==> config.mk <==
export PLATFORM = sky130hd
export DESIGN_NAME = shh_ctrl
export DESIGN_NICKNAME = d
export VERILOG_FILES = /design/src/rtl/core/shh_pkg.sv /design/src/rtl/core/shh_ctrl.sv
export SDC_FILE = /design/constraint.sdc
export NUM_CORES = 1
export LEC_CHECK = 0
export CAP_MARGIN = 20
export CORE_MARGIN = 1.5
export CORE_UTILIZATION = 60
export DETAILED_ROUTE_END_ITERATION = 6
export DONT_BUFFER_PORTS = 1
export PLACE_DENSITY = 0.76
export SYNTH_ARGS = -nofsm -noshare
export SYNTH_HDL_FRONTEND = slang
export SYNTH_SLANG_ARGS = --single-unit
==> constraint.sdc <==
create_clock -name clk_i -period 5.85 [get_ports clk_i]
set_input_delay 1.17 -clock clk_i [delete_from_list [all_inputs] [get_ports clk_i]]
set_output_delay 1.17 -clock clk_i [all_outputs]
set_load 0.005 [all_outputs]
==> src/rtl/core/shh_pkg.sv <==
package shh_pkg;

  // Histogram geometry and counter width.
  localparam int MODULES    = 8192;
  localparam int STRIPS     = 768;
  localparam int COUNT_BITS = 32;

  // Widths fixed by the request and result fields.
  localparam int MODE_W   = 2;
  localparam int MODIDX_W = 13;
  localparam int STRIP_IN_W = 10;
  localparam int SIZE_W   = 10;
  localparam int OUT_W    = 32;

  // Derived storage widths.
  localparam int DEPTH   = MODULES * STRIPS;
  localparam int ADDR_W  = (DEPTH > 1) ? $clog2(DEPTH) : 1;
  localparam int STRIP_W = (STRIPS > 1) ? $clog2(STRIPS) : 1;
  // Wide enough for first strip plus group size and for STRIPS itself.
  localparam int EXT_W   = 13;
  localparam int MODX_W  = 15;

  typedef enum logic [MODE_W-1:0] {
    MODE_EVENT = 2'd0,
    MODE_GROUP = 2'd1,
    MODE_READ  = 2'd2
  } mode_e;

  typedef enum logic [2:0] {
    ST_CLEAR,
    ST_IDLE,
    ST_GROUP,
    ST_RDREQ,
    ST_RDDATA,
    ST_DONE
  } state_e;

  // One read port and one write port of the bin memory.
  typedef struct packed {
    logic                  re;
    logic [ADDR_W-1:0]     raddr;
    logic                  we;
    logic [ADDR_W-1:0]     waddr;
    logic [COUNT_BITS-1:0] wdata;
  } mem_req_t;

  // Saturating increment of one bin counter.
  function automatic logic [COUNT_BITS-1:0] sat_inc(input logic [COUNT_BITS-1:0] v);
    return (v == {COUNT_BITS{1'b1}}) ? v : v + {{(COUNT_BITS-1){1'b0}}, 1'b1};
  endfunction

  // Clamp a bin counter to the 32-bit result field.
  function automatic logic [OUT_W-1:0] clamp_bin(input logic [COUNT_BITS-1:0] v);
    logic [63:0] wide;
    wide = 64'(v);
    if (wide > 64'h0000_0000_FFFF_FFFF) begin
      return {OUT_W{1'b1}};
    end
    return wide[OUT_W-1:0];
  endfunction

endpackage

==> src/rtl/core/shh_ctrl.sv <==
module shh_ctrl (
  input  logic                           clk_i,
  input  logic                           rst_ni,
  input  logic                           in_valid_i,
  output logic                           in_stall_o,
  input  logic [shh_pkg::MODE_W-1:0]     mode_i,
  input  logic [shh_pkg::MODIDX_W-1:0]   module_index_i,
  input  logic [shh_pkg::STRIP_IN_W-1:0] first_strip_i,
  input  logic [shh_pkg::SIZE_W-1:0]     group_size_i,
  output logic                           out_valid_o,
  input  logic                           out_stall_i,
  output logic [shh_pkg::OUT_W-1:0]      bin_count_o,
  output logic [shh_pkg::OUT_W-1:0]      events_seen_o,
  output logic                           clipped_o,
  output shh_pkg::mem_req_t              mem_req_o,
  input  logic [shh_pkg::COUNT_BITS-1:0] mem_rdata_i
);

  import shh_pkg::*;

  localparam logic [EXT_W-1:0]  STRIPS_X  = EXT_W'(STRIPS);
  localparam logic [MODX_W-1:0] MODULES_X = MODX_W'(MODULES);
  localparam logic [ADDR_W-1:0] LAST_ADDR = ADDR_W'(DEPTH - 1);

  state_e              state_q, state_d;
  logic [ADDR_W-1:0]   clr_q, clr_d;
  logic [SIZE_W-1:0]   rd_left_q, rd_left_d;
  logic                pend_q, pend_d;
  logic                out_valid_q, out_valid_d;
  logic [OUT_W-1:0]    event_q, event_d;
  logic [STRIP_W-1:0]  strip_q, strip_d;
  logic [ADDR_W-1:0]   base_q, base_d;
  logic [ADDR_W-1:0]   waddr_q, waddr_d;
  logic [OUT_W-1:0]    bin_q, bin_d;
  logic                clip_q, clip_d;
  logic [OUT_W-1:0]    res_bin_q, res_bin_d;
  logic [OUT_W-1:0]    res_evt_q, res_evt_d;
  logic                res_clip_q, res_clip_d;

  logic [EXT_W-1:0]    first_x, size_x, end_x, n_in;
  logic                mod_ok, strip_ok, grp_clip;
  logic [ADDR_W-1:0]   cur_addr;

  // Decode of the incoming request: range checks and in-range strip count.
  always_comb begin
    first_x  = EXT_W'(first_strip_i);
    size_x   = EXT_W'(group_size_i);
    end_x    = first_x + size_x;
    mod_ok   = ({{(MODX_W-MODIDX_W){1'b0}}, module_index_i} < MODULES_X);
    strip_ok = (first_x < STRIPS_X);
    if (!mod_ok || !strip_ok) begin
      n_in = '0;
    end else if (end_x > STRIPS_X) begin
      n_in = STRIPS_X - first_x;
    end else begin
      n_in = size_x;
    end
    grp_clip = (group_size_i != '0) && (!mod_ok || (end_x > STRIPS_X));
  end

  assign cur_addr = base_q + ADDR_W'(strip_q);

  // Next state, memory accesses and result handoff.
  always_comb begin
    state_d     = state_q;
    clr_d       = clr_q;
    rd_left_d   = rd_left_q;
    pend_d      = pend_q;
    out_valid_d = out_valid_q;
    event_d     = event_q;
    strip_d     = strip_q;
    base_d      = base_q;
    waddr_d     = waddr_q;
    bin_d       = bin_q;
    clip_d      = clip_q;
    res_bin_d   = res_bin_q;
    res_evt_d   = res_evt_q;
    res_clip_d  = res_clip_q;
    mem_req_o   = '0;
    in_stall_o  = (state_q != ST_IDLE);

    // The result register empties when the downstream side takes it.
    if (out_valid_q && !out_stall_i) begin
      out_valid_d = 1'b0;
    end

    case (state_q)
      ST_CLEAR: begin
        mem_req_o.we    = 1'b1;
        mem_req_o.waddr = clr_q;
        mem_req_o.wdata = '0;
        clr_d           = clr_q + 1'b1;
        if (clr_q == LAST_ADDR) begin
          state_d = ST_IDLE;
        end
      end

      ST_IDLE: begin
        if (in_valid_i) begin
          base_d  = ADDR_W'(ADDR_W'(module_index_i) * ADDR_W'(STRIPS));
          strip_d = STRIP_W'(first_strip_i);
          bin_d   = '0;
          clip_d  = 1'b0;
          case (mode_e'(mode_i))
            MODE_EVENT: begin
              event_d = (event_q == {OUT_W{1'b1}}) ? event_q : event_q + 1'b1;
              state_d = ST_DONE;
            end
            MODE_GROUP: begin
              rd_left_d = SIZE_W'(n_in);
              clip_d    = grp_clip;
              state_d   = ST_GROUP;
            end
            MODE_READ: begin
              state_d = (mod_ok && strip_ok) ? ST_RDREQ : ST_DONE;
            end
            default: begin
              state_d = ST_DONE;
            end
          endcase
        end
      end

      // One strip read per cycle; the previous strip is written back
      // in the same cycle, always at a different address.
      ST_GROUP: begin
        if (pend_q) begin
          mem_req_o.we    = 1'b1;
          mem_req_o.waddr = waddr_q;
          mem_req_o.wdata = sat_inc(mem_rdata_i);
        end
        if (rd_left_q != '0) begin
          mem_req_o.re    = 1'b1;
          mem_req_o.raddr = cur_addr;
          waddr_d         = cur_addr;
          strip_d         = strip_q + 1'b1;
          rd_left_d       = rd_left_q - 1'b1;
          pend_d          = 1'b1;
        end else begin
          pend_d = 1'b0;
          if (!pend_q) begin
            state_d = ST_DONE;
          end
        end
      end

      ST_RDREQ: begin
        mem_req_o.re    = 1'b1;
        mem_req_o.raddr = cur_addr;
        state_d         = ST_RDDATA;
      end

      ST_RDDATA: begin
        bin_d   = clamp_bin(mem_rdata_i);
        state_d = ST_DONE;
      end

      ST_DONE: begin
        if (!out_valid_q || !out_stall_i) begin
          res_bin_d   = bin_q;
          res_evt_d   = event_q;
          res_clip_d  = clip_q;
          out_valid_d = 1'b1;
          state_d     = ST_IDLE;
        end
      end

      default: begin
        state_d = ST_IDLE;
      end
    endcase
  end

  // Control state.
  always_ff @(posedge clk_i or negedge rst_ni) begin
    if (!rst_ni) begin
      state_q     <= ST_CLEAR;
      clr_q       <= '0;
      rd_left_q   <= '0;
      pend_q      <= 1'b0;
      out_valid_q <= 1'b0;
      event_q     <= '0;
    end else begin
      state_q     <= state_d;
      clr_q       <= clr_d;
      rd_left_q   <= rd_left_d;
      pend_q      <= pend_d;
      out_valid_q <= out_valid_d;
      event_q     <= event_d;
    end
  end

  // Payload registers.
  always_ff @(posedge clk_i) begin
    strip_q    <= strip_d;
    base_q     <= base_d;
    waddr_q    <= waddr_d;
    bin_q      <= bin_d;
    clip_q     <= clip_d;
    res_bin_q  <= res_bin_d;
    res_evt_q  <= res_evt_d;
    res_clip_q <= res_clip_d;
  end

  assign out_valid_o   = out_valid_q;
  assign bin_count_o   = res_bin_q;
  assign events_seen_o = res_evt_q;
  assign clipped_o     = res_clip_q;

  // A read and a write-back in the same cycle never touch the same bin.
  a_no_same_addr: assert property (@(posedge clk_i) disable iff (!rst_ni)
    (mem_req_o.re && mem_req_o.we) |-> (mem_req_o.raddr != mem_req_o.waddr))
    else $error("read and write-back hit the same bin");

  // A pending write-back only exists while a group is being processed.
  a_pend_in_group: assert property (@(posedge clk_i) disable iff (!rst_ni)
    pend_q |-> (state_q == ST_GROUP))
    else $error("write-back pending outside group processing");

  // A new result only appears after the handoff state.
  a_result_from_done: assert property (@(posedge clk_i) disable iff (!rst_ni)
    $rose(out_valid_q) |-> $past(state_q == ST_DONE))
    else $error("result appeared without a finished request");

  // The event counter never decreases.
  a_event_monotonic: assert property (@(posedge clk_i) disable iff (!rst_ni)
    (state_q != ST_CLEAR) |=> (event_q >= $past(event_q)))
    else $error("event counter went backward");

  // No result is presented while the bin memory is being cleared.
  a_no_result_in_clear: assert property (@(posedge clk_i) disable iff (!rst_ni)
    (state_q == ST_CLEAR) |-> !out_valid_q)
    else $error("result present during clearing pass");

endmodule

==> impl_results.md <==
* Status: finished, violations left
* Failing checks: DRC
* Die area at 19500 µm²
* Via density at 6.02
* CTS root buf: clkbuf_16
* Syn avg cell area at 11.3 µm²
* Gr busiest metal: met2
* Drt pass-1 iters at 7
* GRT Util Overall at 23.1%
* Worst clock skew at 17.1 ps
* TNS Setup at 0 ps
* # DRC at 19
* Clock sink count at 216
* Crit path capture type: output port
* CTS tree: built
* Clock Latency Late Sink at 500 ps
* Post-synth top area share at 39.1%
* CP Class: input pin to output port
* Grt total ovfl at 0
* Worst hold path type: input pin to async pin
* Post-synth net total at 1099
* Final number of hold-violating endpoints at 0
* Die Span Y at 140 µm
* Fmax at 221 MHz
* Fin crit share at 77.4%
* Placer congestion estimate at 0.894
* GRT met3 Usage at 7.05%
* Flops & latches, synth at 216
* Final Max Tran Viols at 0
* Reg2Reg Launch Point: rd_left_q[0]
* Synthesis Warnings at 0
* Post CTS Setup Buffer Count at 0
* Slew @ Worst Pin at 981 ps
* Clock-pin slew on the worst setup and hold paths at 60 ps
* Met1 Resource Use GR at 30.2%
* Count of unique library cells instantiated by Yosys at 75
* Area grow syn2layout at 8.68%
* GRT met2 Usage at 37.6%
* Final wirelength at 22500 µm
* Initial core utilization at 61.7%
* Number of global-route vias before repair at 7117
* Final setup violation count at 0
* Post-CTS resize count at 0
* Leading area contributor after synthesis: edfxtp_1
* Clock Tree Buf Depth at 3
* Core Area at 18100 µm²
* Post-DP HPWL at 16700 µm
* Max cap viols at 0
* Post-Syn Instances at 990
* Commonest non-fill, non-tap cell in the layout: edfxtp_1
* Port-buffer cells at 0
* Rel. slew slack at 34.3%
* R2R depth at 10
* Post-route ant nets at 0
* Maximum VDD drop at 199 µV
* Layout cells sized above 1 at 7.05%
* H-Tree Depth at 1
* Die W at 140 µm
* Worst setup SP type: input pin
* Final Instance Area at 12200 µm²
* Post-synth ARST share at 32.4%
* Initial DRC Count at 410
* Leak Pwr at 4.75 nW
* Reg2reg setup slack at 2740 ps
* Most frequent cells in the layout: 146 x edfxtp_1, 87 x nand2_1, 80 x xnor2_1, 71 x nor2_1, 70 x dfrtp_1
* DR WL/cell at 18.2 µm
* Worst Path Max Fanout at 16
* Diode count at 0
* RSZ-0062 raised after global routing: false
* First-pass GRT wire length at 36100 µm
* Largest net degree at the start of global routing at 71
* WP data arrival at 3360 ps
* Reg2reg end: rd_left_q[4]
* Number of hold buffers added after cts at 0
* Initial antenna violation count at 0
* Seq/Total Area, Yosys at 54.8%
* # IOs at 218
* Mapped cell area at 11200 µm²
* Pwr dens at 305 nW/µm²
* Row count at 49
* Worst setup path start: mem_rdata_i[16]
* Post-route minimum period at 4530 ps
* Synth area leaders: edfxtp_1 39%, dfrtp_1 16%, xnor2_1 6.3%
* Vias at 7435
* Worst EP required at 4680 ps
* CP endpoint: mem_req_o[17]
* Post-synth top flop: edfxtp_1
* EDFF count, synth at 146
* Post-Place Cell Area at 11400 µm²
* CTS buffer count at 22
* Nets at 1100
## registers in the layout, summed over array words and instances, names as in the netlist, 15 cells and up
| signal | count |
|---|---|
| bin_count_o | 32 |
| bin_q | 32 |
| event_q | 32 |
| events_seen_o | 32 |
| clr_q | 23 |
| waddr_q | 23 |
| base_q | 15 |
## synth_stat cells (3+ instances only)
| cell type | instances |
|---|---|
| a21o_1 | 4 |
| a21oi_1 | 28 |
| a22o_1 | 21 |
| a311o_1 | 4 |
| a31oi_1 | 10 |
| and2_1 | 60 |
| and3_1 | 23 |
| and4_1 | 14 |
| buf_2 | 3 |
| buf_4 | 3 |
| clkbuf_1 | 23 |
| dfrtp_1 | 70 |
| edfxtp_1 | 146 |
| fa_1 | 3 |
| ha_1 | 35 |
| inv_1 | 27 |
| mux2i_1 | 3 |
| nand2_1 | 87 |
| nand2b_1 | 6 |
| nand3_1 | 40 |
| nand3b_1 | 6 |
| nand4_1 | 24 |
| nand4b_1 | 7 |
| nor2_1 | 71 |
| nor2b_1 | 7 |
| nor3_1 | 26 |
| nor4_1 | 8 |
| o211ai_1 | 4 |
| o21ai_0 | 35 |
| o41ai_1 | 3 |
| or2_2 | 3 |
| or3_1 | 14 |
| or4_1 | 4 |
| xnor2_1 | 80 |
| xor2_1 | 38 |
## routing by layer
layer | part of all wire [%] | vias up
met5 | 0 | -
met3 | 9.6 | 38
li1 | - | 3627
met1 | 41 | 3508
met4 | 2.3 | 0
met2 | 47 | 262
## critical path: stages
cell and delay (ps):
and4_1 270, nand4_1 310, nor2_1 450, a311o_1 650, nor2_1 180, a21oi_1 180
a31o_2 130
## cells by family (layout without fill, tap and decap cells)
family,after synthesis,in the layout,synth area share [%]
simple gates,415,415,20.0
flops,216,216,54.8
compound gates,140,140,8.97
xor+xnor,118,118,9.22
buf+inv,58,75,2.14
fa+ha+maj,38,38,4.44
mux,5,5,0.469
## where the power goes
| group | internal (mW) | switching, mW |
|---|---|---|
| combinational | 0.231 | 0.262 |
| clock | 0.800 | 0.561 |
| sequential | 1.76 | 0.100 |
## stage by stage
step / hold slack (ps) / instances / utilization, % / total power [mW] / setup slack [ps]
final: 367 / 1236 / 67.1 / 3.71 / 1320
after global routing: 337 / 1236 / 67.1 / 3.88 / 1060
after CTS: 337 / 1235 / 67.0 / 3.74 / 1360
after detailed placement: 405 / 1195 / 63.0 / 2.38 / 1370
after global placement: 401 / 1195 / 63.0 / 2.37 / 1480
after floorplan: 400 / 990 / - / 2.26 / 1080
## how the worst min path moves through the flow
stage               cells after the start               to  startpoint
finish                                  0      out_valid_o      rst_ni
CTS                                     0        clr_q[22]      rst_ni
global route                            0        clr_q[16]      rst_ni
detailed placement                      0  bin_count_o[12]   bin_q[12]
global placement                        0   bin_count_o[5]    bin_q[5]
floorplan                               0   bin_count_o[0]    bin_q[0]
## area by class of cell
class	instances	area (µm²)
multi-input combinational	716	4850
timing repair buffer	7	60.1
sequential	216	6140
fill	1394	5970
tap	229	287
clock buffer	29	659
inverter	28	105
clock inverter	11	73.8
No activity file was read; power rests on OpenSTA's default activity.
